`config.mk`:
```
export PLATFORM = sky130hd
export DESIGN_NAME = power_rail_hold_arbiter
export DESIGN_NICKNAME = d
export VERILOG_FILES = /design/src/design/prha_pkg.sv /design/src/design/prha_update.sv /design/src/design/power_rail_hold_arbiter.sv
export SDC_FILE = /design/constraint.sdc
export NUM_CORES = 1
export LEC_CHECK = 0
export ABC_CLOCK_PERIOD_IN_PS = 5800
export BUFFER_PORTS_ARGS = -buffer_cell sky130_fd_sc_hd__buf_2
export CAP_MARGIN = 20
export CORE_UTILIZATION = 55
export CTS_BUF_LIST = sky130_fd_sc_hd__clkbuf_8
export CTS_CLUSTER_SIZE = 40
export DETAILED_ROUTE_END_ITERATION = 10
export PLACE_DENSITY = 0.72
export SYNTH_ARGS = -nofsm -noshare
export SYNTH_HDL_FRONTEND = slang
export SYNTH_SLANG_ARGS = --single-unit
```
`constraint.sdc`:
```
create_clock -name i_clk -period 5.8 [get_ports i_clk]
set_input_delay 1.74 -clock i_clk [delete_from_list [all_inputs] [get_ports i_clk]]
set_output_delay 1.74 -clock i_clk [all_outputs]
set_load 0.02 [all_outputs]
```
`src/design/prha_pkg.sv`:
```
// shared constants, codes and types for the power rail hold arbiter
`default_nettype none

package prha_pkg;

    localparam int NUM_CLIENTS = 8;
    localparam int HOLD_BITS   = 8;
    localparam int CLIENT_W    = 3;
    localparam int MODE_W      = 3;
    localparam int STATUS_W    = 2;
    localparam int SUM_W       = 11;

    localparam int S_DATA_W = ((MODE_W + CLIENT_W + 7) / 8) * 8;
    localparam int M_DATA_W = ((STATUS_W + 3 + 3 * SUM_W + 7) / 8) * 8;

    localparam logic [MODE_W-1:0] MODE_HOLD_A_ON  = 3'd0;
    localparam logic [MODE_W-1:0] MODE_REL_A_ON   = 3'd1;
    localparam logic [MODE_W-1:0] MODE_HOLD_A_OFF = 3'd2;
    localparam logic [MODE_W-1:0] MODE_REL_A_OFF  = 3'd3;
    localparam logic [MODE_W-1:0] MODE_HOLD_B_ON  = 3'd4;
    localparam logic [MODE_W-1:0] MODE_REL_B_ON   = 3'd5;

    localparam logic [STATUS_W-1:0] ST_DONE    = 2'd0;
    localparam logic [STATUS_W-1:0] ST_REJECT  = 2'd1;
    localparam logic [STATUS_W-1:0] ST_NO_HOLD = 2'd2;
    localparam logic [STATUS_W-1:0] ST_FULL    = 2'd3;

    localparam logic [1:0] KIND_A_ON  = 2'd0;
    localparam logic [1:0] KIND_A_OFF = 2'd1;
    localparam logic [1:0] KIND_B_ON  = 2'd2;

    localparam logic [HOLD_BITS-1:0] HOLD_MAX = {HOLD_BITS{1'b1}};
    localparam logic [SUM_W-1:0]     SUM_MAX  = {SUM_W{1'b1}};

    typedef struct packed {
        logic [STATUS_W-1:0]  status;
        logic                 cnt_we;
        logic [1:0]           kind;
        logic [HOLD_BITS-1:0] cnt;
        logic [SUM_W-1:0]     a_on_sum;
        logic [SUM_W-1:0]     a_off_sum;
        logic [SUM_W-1:0]     b_on_sum;
        logic                 a_en;
        logic                 b_en;
        logic                 switched;
    } t_upd;

endpackage

`default_nettype wire

```
`src/design/prha_update.sv`:
```
// next-state and result logic for one hold request or release
`default_nettype none

module prha_update (
    input  wire logic [prha_pkg::MODE_W-1:0]    i_mode,
    input  wire logic                           i_client_ok,
    input  wire logic [prha_pkg::HOLD_BITS-1:0] i_a_on_cnt,
    input  wire logic [prha_pkg::HOLD_BITS-1:0] i_a_off_cnt,
    input  wire logic [prha_pkg::HOLD_BITS-1:0] i_b_on_cnt,
    input  wire logic [prha_pkg::SUM_W-1:0]     i_a_on_sum,
    input  wire logic [prha_pkg::SUM_W-1:0]     i_a_off_sum,
    input  wire logic [prha_pkg::SUM_W-1:0]     i_b_on_sum,
    input  wire logic                           i_a_en,
    input  wire logic                           i_b_en,
    output prha_pkg::t_upd                      o_upd
);

    logic                           mode_ok;
    logic                           is_hold;
    logic                           opposed;
    logic [1:0]                     kind;
    logic [prha_pkg::HOLD_BITS-1:0] sel_cnt;
    logic [prha_pkg::SUM_W-1:0]     sel_sum;
    logic [prha_pkg::SUM_W-1:0]     new_sum;

    always_comb begin
        mode_ok = 1'b1;
        is_hold = 1'b0;
        opposed = 1'b0;
        kind    = prha_pkg::KIND_A_ON;
        case (i_mode)
            prha_pkg::MODE_HOLD_A_ON: begin
                is_hold = 1'b1;
                opposed = (i_a_off_sum != '0);
            end
            prha_pkg::MODE_REL_A_ON: begin
                kind = prha_pkg::KIND_A_ON;
            end
            prha_pkg::MODE_HOLD_A_OFF: begin
                is_hold = 1'b1;
                kind    = prha_pkg::KIND_A_OFF;
                opposed = (i_a_on_sum != '0);
            end
            prha_pkg::MODE_REL_A_OFF: begin
                kind = prha_pkg::KIND_A_OFF;
            end
            prha_pkg::MODE_HOLD_B_ON: begin
                is_hold = 1'b1;
                kind    = prha_pkg::KIND_B_ON;
            end
            prha_pkg::MODE_REL_B_ON: begin
                kind = prha_pkg::KIND_B_ON;
            end
            default: begin
                mode_ok = 1'b0;
            end
        endcase

        case (kind)
            prha_pkg::KIND_A_OFF: begin
                sel_cnt = i_a_off_cnt;
                sel_sum = i_a_off_sum;
            end
            prha_pkg::KIND_B_ON: begin
                sel_cnt = i_b_on_cnt;
                sel_sum = i_b_on_sum;
            end
            default: begin
                sel_cnt = i_a_on_cnt;
                sel_sum = i_a_on_sum;
            end
        endcase

        o_upd.status = prha_pkg::ST_DONE;
        o_upd.cnt_we = 1'b0;
        o_upd.kind   = kind;
        o_upd.cnt    = sel_cnt;
        new_sum      = sel_sum;

        if (i_client_ok && mode_ok) begin
            if (is_hold) begin
                // opposing holds win over a full counter
                if (opposed) begin
                    o_upd.status = prha_pkg::ST_REJECT;
                end else if (sel_cnt == prha_pkg::HOLD_MAX || sel_sum == prha_pkg::SUM_MAX) begin
                    o_upd.status = prha_pkg::ST_FULL;
                end else begin
                    o_upd.cnt_we = 1'b1;
                    o_upd.cnt    = sel_cnt + 1'b1;
                    new_sum      = sel_sum + 1'b1;
                end
            end else if (sel_cnt == '0) begin
                o_upd.status = prha_pkg::ST_NO_HOLD;
            end else begin
                o_upd.cnt_we = 1'b1;
                o_upd.cnt    = sel_cnt - 1'b1;
                new_sum      = (sel_sum != '0) ? sel_sum - 1'b1 : sel_sum;
            end
        end

        o_upd.a_on_sum  = (kind == prha_pkg::KIND_A_ON)  ? new_sum : i_a_on_sum;
        o_upd.a_off_sum = (kind == prha_pkg::KIND_A_OFF) ? new_sum : i_a_off_sum;
        o_upd.b_on_sum  = (kind == prha_pkg::KIND_B_ON)  ? new_sum : i_b_on_sum;

        // any off hold forces rail a low
        o_upd.a_en     = (o_upd.a_off_sum == '0) && (o_upd.a_on_sum != '0);
        o_upd.b_en     = (o_upd.b_on_sum != '0);
        o_upd.switched = (o_upd.a_en != i_a_en) || (o_upd.b_en != i_b_en);
    end

endmodule

`default_nettype wire

```
`src/design/power_rail_hold_arbiter.sv`:
```
// top level of the power rail hold arbiter
`default_nettype none

// Each input transaction is one hold or release (mode, client) and gives exactly
// one result transaction: a status code, the rail A and rail B enables, a flag
// when either enable changed, and the three hold totals as they stand after the
// request. A transaction is registered on entry and resolved, once the result
// register is free, by one read-modify-write of the per-client counters and totals
// into the result register, so the block takes one transaction per cycle while the
// result side does not stall. Per-client and total counters are cleared by reset;
// no sweep is needed afterwards.
module power_rail_hold_arbiter (
    input  wire logic                            i_clk,
    input  wire logic                            i_rst_n,
    input  wire logic                            i_s_tvalid,
    output logic                                 o_s_tready,
    // mode[2:0], client[5:3], zero pad
    input  wire logic [prha_pkg::S_DATA_W-1:0]   i_s_tdata,
    output logic                                 o_m_tvalid,
    input  wire logic                            i_m_tready,
    // status[1:0], rail_a_enable[2], rail_b_enable[3], rail_switched[4],
    // on_hold_total[15:5], off_hold_total[26:16], b_hold_total[37:27], zero pad
    output logic [prha_pkg::M_DATA_W-1:0]        o_m_tdata
);

    localparam int OUT_USED_W = prha_pkg::STATUS_W + 3 + 3 * prha_pkg::SUM_W;

    logic [prha_pkg::HOLD_BITS-1:0] r_a_on_cnt  [prha_pkg::NUM_CLIENTS];
    logic [prha_pkg::HOLD_BITS-1:0] r_a_off_cnt [prha_pkg::NUM_CLIENTS];
    logic [prha_pkg::HOLD_BITS-1:0] r_b_on_cnt  [prha_pkg::NUM_CLIENTS];
    logic [prha_pkg::SUM_W-1:0]     r_a_on_sum;
    logic [prha_pkg::SUM_W-1:0]     r_a_off_sum;
    logic [prha_pkg::SUM_W-1:0]     r_b_on_sum;
    logic                           r_a_en;
    logic                           r_b_en;

    logic                           r_in_vld;
    logic [prha_pkg::MODE_W-1:0]    r_mode;
    logic [prha_pkg::CLIENT_W-1:0]  r_client;

    logic                           r_out_vld;
    logic [OUT_USED_W-1:0]          r_out_data;

    logic                           w_adv;
    logic                           w_upd;
    logic                           w_client_ok;
    prha_pkg::t_upd                 w_res;

    // result register frees up when empty or being taken
    assign w_adv       = !r_out_vld || i_m_tready;
    assign w_upd       = r_in_vld && w_adv;
    assign o_s_tready  = !r_in_vld || w_adv;
    assign w_client_ok = ({{(32 - prha_pkg::CLIENT_W){1'b0}}, r_client}
                          < 32'(prha_pkg::NUM_CLIENTS));

    prha_update u_update (
        .i_mode      (r_mode),
        .i_client_ok (w_client_ok),
        .i_a_on_cnt  (r_a_on_cnt[r_client]),
        .i_a_off_cnt (r_a_off_cnt[r_client]),
        .i_b_on_cnt  (r_b_on_cnt[r_client]),
        .i_a_on_sum  (r_a_on_sum),
        .i_a_off_sum (r_a_off_sum),
        .i_b_on_sum  (r_b_on_sum),
        .i_a_en      (r_a_en),
        .i_b_en      (r_b_en),
        .o_upd       (w_res)
    );

    always_ff @(posedge i_clk) begin
        if (!i_rst_n) begin
            r_in_vld <= 1'b0;
        end else if (o_s_tready) begin
            r_in_vld <= i_s_tvalid;
        end
    end

    always_ff @(posedge i_clk) begin
        if (i_s_tvalid && o_s_tready) begin
            r_mode   <= i_s_tdata[prha_pkg::MODE_W-1:0];
            r_client <= i_s_tdata[prha_pkg::MODE_W +: prha_pkg::CLIENT_W];
        end
    end

    always_ff @(posedge i_clk) begin
        if (!i_rst_n) begin
            for (int i = 0; i < prha_pkg::NUM_CLIENTS; i++) begin
                r_a_on_cnt[i]  <= '0;
                r_a_off_cnt[i] <= '0;
                r_b_on_cnt[i]  <= '0;
            end
            r_a_on_sum  <= '0;
            r_a_off_sum <= '0;
            r_b_on_sum  <= '0;
            r_a_en      <= 1'b0;
            r_b_en      <= 1'b0;
        end else if (w_upd) begin
            if (w_res.cnt_we) begin
                case (w_res.kind)
                    prha_pkg::KIND_A_ON:  r_a_on_cnt[r_client]  <= w_res.cnt;
                    prha_pkg::KIND_A_OFF: r_a_off_cnt[r_client] <= w_res.cnt;
                    prha_pkg::KIND_B_ON:  r_b_on_cnt[r_client]  <= w_res.cnt;
                    default: begin
                    end
                endcase
            end
            r_a_on_sum  <= w_res.a_on_sum;
            r_a_off_sum <= w_res.a_off_sum;
            r_b_on_sum  <= w_res.b_on_sum;
            r_a_en      <= w_res.a_en;
            r_b_en      <= w_res.b_en;
        end
    end

    always_ff @(posedge i_clk) begin
        if (!i_rst_n) begin
            r_out_vld <= 1'b0;
        end else if (w_adv) begin
            r_out_vld <= r_in_vld;
        end
    end

    always_ff @(posedge i_clk) begin
        if (w_upd) begin
            r_out_data <= {w_res.b_on_sum, w_res.a_off_sum, w_res.a_on_sum,
                           w_res.switched, w_res.b_en, w_res.a_en, w_res.status};
        end
    end

    assign o_m_tvalid = r_out_vld;
    assign o_m_tdata  = {{(prha_pkg::M_DATA_W - OUT_USED_W){1'b0}}, r_out_data};

`ifndef ASSERT_OFF
    a_no_opposing_totals: assert property (@(posedge i_clk) disable iff (!i_rst_n)
        !((r_a_on_sum != '0) && (r_a_off_sum != '0)))
        else $error("rail a on and off holds present together");

    a_rail_a_level: assert property (@(posedge i_clk) disable iff (!i_rst_n)
        r_a_en == ((r_a_on_sum != '0) && (r_a_off_sum == '0)))
        else $error("rail a enable disagrees with hold totals");

    a_rail_b_level: assert property (@(posedge i_clk) disable iff (!i_rst_n)
        r_b_en == (r_b_on_sum != '0))
        else $error("rail b enable disagrees with hold total");

    a_totals_hold_idle: assert property (@(posedge i_clk) disable iff (!i_rst_n)
        !w_upd |=> ($stable(r_a_on_sum) && $stable(r_a_off_sum) && $stable(r_b_on_sum)))
        else $error("hold totals changed without a transaction");

    a_result_follows: assert property (@(posedge i_clk) disable iff (!i_rst_n)
        w_upd |=> r_out_vld)
        else $error("resolved transaction gave no result");
`endif

endmodule

`default_nettype wire

```
Word level (Yosys, flattened, before mapping)
Memory sizes are Yosys's and may differ from the RTL's. A register that Yosys moved wholly into a read port is not among the register bits.
Index checks and enable logic that the tools add are counted.
Word-level totals
  flip-flop bits (word level): 81
  bits in writable memories: 192
  input port bits: 12
  output and inout bits: 42
  logic and storage cells: 110
  memories: 3
Cells by class
  $add $sub $neg: 4
  equal/unequal tests: 11
  muxes and demuxes: 56
  reductions and logical operators: 25
Memory list
  r_a_off_cnt: depth 8, bits a word 8, rd ports 1, clocked after memory_dff 1, write ports 8, RTL line power_rail_hold_arbiter.sv:29  | logic [prha_pkg::HOLD_BITS-1:0] r_a_off_cnt [prha_pkg::NUM_CLIENTS];
  r_a_on_cnt: depth 8, bits a word 8, rd ports 1, clocked after memory_dff 1, write ports 8, RTL line power_rail_hold_arbiter.sv:28  | logic [prha_pkg::HOLD_BITS-1:0] r_a_on_cnt [prha_pkg::NUM_CLIENTS];
  r_b_on_cnt: depth 8, bits a word 8, rd ports 1, clocked after memory_dff 1, write ports 8, RTL line power_rail_hold_arbiter.sv:30  | logic [prha_pkg::HOLD_BITS-1:0] r_b_on_cnt [prha_pkg::NUM_CLIENTS];
Operator list (count)
  $mux 11: 9
  $mux 8: 8
  $reduce_bool 11->1: 5
  $mux 1: 25
  $reduce_or 8->1: 3
  $pmux 11 s2: 1
  $mux 3: 7
  $pmux 8 s2: 1
  $add 11x1->11 const B: 1
  $eq 11x11->1 const B: 1
  $logic_not 11->1: 1
  $sub 11x1->11 const B: 1
  $add 8x1->8 const B: 1
  $eq 8x8->1 const B: 1
  $logic_not 8->1: 1
  $sub 8x1->8 const B: 1
  $eq 3x2->1 const B: 2
  $eq 3x3->1 const B: 2
  $mux 2: 3
  $reduce_or 6->1: 1
  $logic_or 1x1->1: 4
  $pmux 2 s2: 1
  $reduce_or 2->1: 2
  $eq 3x1->1 const B: 1
  9 further kinds: 13

Longest topological paths before layout
  word-level depth: 17
  gate-level depth with buffers: 22
  mapped depth without buffers: 18

Cells and area by module
A second synthesis with hierarchy kept.
Unflattened totals
  cells, all modules: 1172
  area total of the unflattened synthesis: 13905.8 um^2
Modules (own cells, without submodules)
  power_rail_hold_arbiter: instances 1, cells each 797, area each 11454.7 um^2, sequential area each 7887.6 um^2
  prha_update: instances 1, cells each 375, area each 2451.1 um^2, sequential area each 0.0 um^2

Worst setup path before layout
OpenSTA, ideal clock, no wires.
  kind: register to register
  from: register r_mode[1] in the netlist's numbering
  to: register r_out_data[4], data pin
  setup time: 0.139 ns
  arrival time: 4.505 ns
  required time: 5.661 ns
  slack: 1.156 ns
  stages on the path, launching flop included: 23
  buffers on the path: 5
  clock period less this slack: 4.644 ns
  cell sequence: edfxtp_1 > clkbuf_1 > nand2b_1 > ha_1 > buf_2 > buf_4 > buf_2 > buf_2 > nor2_1 > a21oi_1 > inv_1 > ha_1 > nand2_1 > nor3_1 > a31oi_1 > inv_1 > a31o_2 > a211o_1 > and2_1 > a41oi_1 > nor4bb_2 > or4b_1 > nand4b_1
RTL lines
  start: declaration: RTL line power_rail_hold_arbiter.sv:38  | logic [prha_pkg::MODE_W-1:0] r_mode;
  start signal: assignment: RTL line power_rail_hold_arbiter.sv:80  | r_mode <= i_s_tdata[prha_pkg::MODE_W-1:0];
  end signal: assignment: RTL line power_rail_hold_arbiter.sv:125  | r_out_data <= {w_res.b_on_sum, w_res.a_off_sum, w_res.a_on_sum,
  end: declaration: RTL line power_rail_hold_arbiter.sv:42  | logic [OUT_USED_W-1:0] r_out_data;

==> metrics.yaml <==
status: "finished, final reports clean"
cts.sinks: 276
fmax_mhz: 183.4
antenna_found_initial: 0
synthesis.area_mm2: 0.01365
finalCritPeriodShare_pct: 94.03
routabilityCongestion: 0.9144
start_util_pct: 56.14
holdCritPathClass: "reg -> reg"
drt_iter0_markers: 927
numCtsBuffers: 46
via_per_inst: 6.125
ys_async_sr_fraction_pct: 0
crit_chain: "nand2b_1 > inv_1 > ha_1 > buf_4 > clkinv_1 > o22ai_1 > nand2_1 > o21ai_1 > inv_1 > ha_1 > and4_1 > nand4_1 > nor3_2 > buf_4 > nor2_1 > o21ai_1 > nor3_2 > nand2_1 > nand2_1"
cp.arrival_ns: 5.67
critPathKind: "reg -> reg"
cpMostUsedCell: "nand2_1"
syn_inst: 1235
rr_worst_depth: 19
drv_cap: 0
dieArea_mm2: 0.02546
leakagePower_nw: 5.644
end_kind: "register"
first_pass_iters: 5
ys_types: 82
clk_pin_slew_ns: 0.07
skew_ns: 0.02632
cts_buffer_depth: 3
core_area_mm2: 0.02432
num_vias: 10180
drc: 0
wl_per_cell_um: 21.45
place_area_mm2: 0.01429
vdd_drop_max_mv: 0.1944
hpwl_um: 24380
yosysSeqAreaShare_pct: 57.77
tritoncts: "done"
instances_no_fill: 1662
rows: 57
crit_path_start_kind: "register"
max_stage_delay_ns: 0.61
grt_overflow: 0
synth_seq_cells: 276
drv_slew: 0
worst_slew_pin_slew_ns: 0.9286
drt-total-wl_um: 35660
finalSetupViolCount: 0
holdPathStages: 2
reg2reg_slack_ns: 0.35
grt_pass1_wl_um: 55050
powerDensity_mw_per_mm2: 317.7
insertion_delay_ns: 0.57
slew_headroom_pct: 38.09
clock-root-buffer: "clkbuf_8"
portBuffers: 49
min_period_ns: 5.454
rsz0062_at_grt: "yes"
final_nets: 1322
dp.cells: 1577
grtUsageTotal_pct: 28.45
final_cell_area_mm2: 0.01520
worst_path_max_delay_cell: "nor3_2"
io_pins: 54
worst-path-max-fanout: 17
antenna_cells: 0
dieHeight_um: 159.6
hold_viol: 0
synth_edf_count: 236
antenna_left: 0
grt_max_degree: 72
avgSynthCellArea_um2: 11.06
drive_gt1_share_pct: 16.89
area_growth_pct: 11.31
synth_warnings: 0
cts_max_level: 2
required_ns: 6.02
synth_ff_type: "edfxtp_1"
grt_pass1_vias: 9726
die_w_um: 159.6
## stage by stage
step                      power (W)  setup TNS [ns]  setup slack (ns)  hold slack, ns  utilization [%]
after CTS                  0.004817               0            0.4623          0.4696            62.34
after global placement     0.003187               0            0.6181          0.4551            58.76
after global routing       0.004990         -0.9407          -0.07376          0.5069            62.49
after detailed placement   0.003197               0            0.5097          0.4613            58.76
after floorplan            0.002912               0             1.156          0.4465                -
final                      0.004828               0            0.3465          0.4691            62.49
## layer usage
layer / routed length, um / GRT usage, %
met1: 14000 / 37.31
met2: 17480 / 46.55
met3: 2433 / 3.777
met4: 1747 / 14.69
met5: 0 / 0
## power by group
group	internal [W]	total [W]	leakage (nW)	switching, W
Clock	0.000858	0.00164	0.500	0.000782
Sequential	0.00224	0.00228	2.73	0.0000437
Combinational	0.000288	0.000907	2.41	0.000619
## path summary, 6_finish.rpt
path                               startpoint           endpoint
worst max-delay path                r_mode[1]  r_a_off_cnt[0][0]
worst min-delay path            r_b_on_sum[7]      r_b_on_sum[7]
worst max register to register      r_mode[1]  r_a_off_cnt[0][0]
worst min register to register  r_b_on_sum[7]      r_b_on_sum[7]
## critical path: cells and delay by family, from the launching register on
| kind | cells | cell delay (ns) |
|---|---|---|
| and+or+nand+nor | 9 | 2.35 |
| buffers and inverters | 5 | 0.96 |
| AOI/OAI and AO/OA | 3 | 0.81 |
| DFF | 1 | 0.56 |
| adders and majority gates | 2 | 0.40 |
## flip-flops by register name, indices dropped and copies added (netlist names), named ones only
signal,flops
r_b_en,1
r_a_on_sum,11
r_b_on_cnt,64
r_a_off_cnt,64
r_mode,3
r_a_en,1
r_out_data,38
r_a_off_sum,11
r_b_on_sum,11
o_m_tvalid,1
r_a_on_cnt,64
r_client,3
r_in_vld,1
## synthesized netlist by cell type (all sizes together), types with 4 or more instances
| cell type | instances | share of area (%) |
|---|---|---|
| edfxtp | 236 | 52 |
| and3 | 11 | 0.50 |
| o21ai | 23 | 0.84 |
| nor2b | 8 | 0.37 |
| clkinv | 4 | 0.11 |
| nor4 | 11 | 0.73 |
| nor2 | 262 | 7.3 |
| a22oi | 24 | 1.3 |
| nand2 | 158 | 4.3 |
| xnor2 | 6 | 0.38 |
| a21oi | 87 | 3.3 |
| a211o | 5 | 0.32 |
| and4 | 5 | 0.32 |
| or3 | 10 | 0.49 |
| and2 | 7 | 0.32 |
| dfxtp | 40 | 5.9 |
| a41oi | 5 | 0.32 |
| mux4 | 25 | 4.1 |
| mux2 | 14 | 1.2 |
| inv | 14 | 0.38 |
| nand4 | 8 | 0.37 |
| nor3 | 17 | 0.77 |
| clkbuf | 38 | 1.0 |
| mux2i | 57 | 4.2 |
| a21o | 10 | 0.55 |
| o31a | 4 | 0.26 |
| buf | 37 | 2.0 |
| a31oi | 10 | 0.46 |
| o211ai | 5 | 0.31 |
| nand2b | 4 | 0.18 |
| ha | 8 | 0.73 |
| a31o | 4 | 0.26 |
| nand3 | 23 | 0.84 |
## cells in the final DEF, fill, tap and decap left out, drive strengths merged, types with 25 or more instances in the layout
cell type / count
inv: 31
edfxtp: 236
nand2: 158
clkbuf: 48
a21oi: 87
nor2: 262
mux2i: 57
buf: 93
dfxtp: 40
mux4: 25
## logic make-up (layout without fill, tap and decap cells)
family / Yosys count / after routing / share of synthesized area [%]
XOR/XNOR: 7 / 7 / 0.4491
AND/OR/NAND/NOR: 540 / 540 / 17.52
flip-flops: 276 / 276 / 57.77
other: 1 / 2 / 0.02747
buffers and inverters: 93 / 195 / 3.492
multiplexers: 96 / 96 / 9.457
adder cells (fa/ha/maj): 8 / 8 / 0.7332
AO/OA/AOI/OAI: 214 / 214 / 10.55
## cell type report
class                           count  area, um2
Fill cell                        1954       9123
Sequential cell                   276       7893
Multi-Input combinational cell    867       5354
Clock buffer                       48      660.6
Timing Repair Buffer               93      608.1
Tap cell                          324      405.4
Clock inverter                     36      209.0
Inverter                           18      67.56
## what timing repair did
action / CTS / global route
gates resized for setup: 0 / 2
setup endpoints to repair: 0 / 38
setup buffers: 0 / 0
hold buffers: 0 / 0
(Power assumes the default switching activity.)
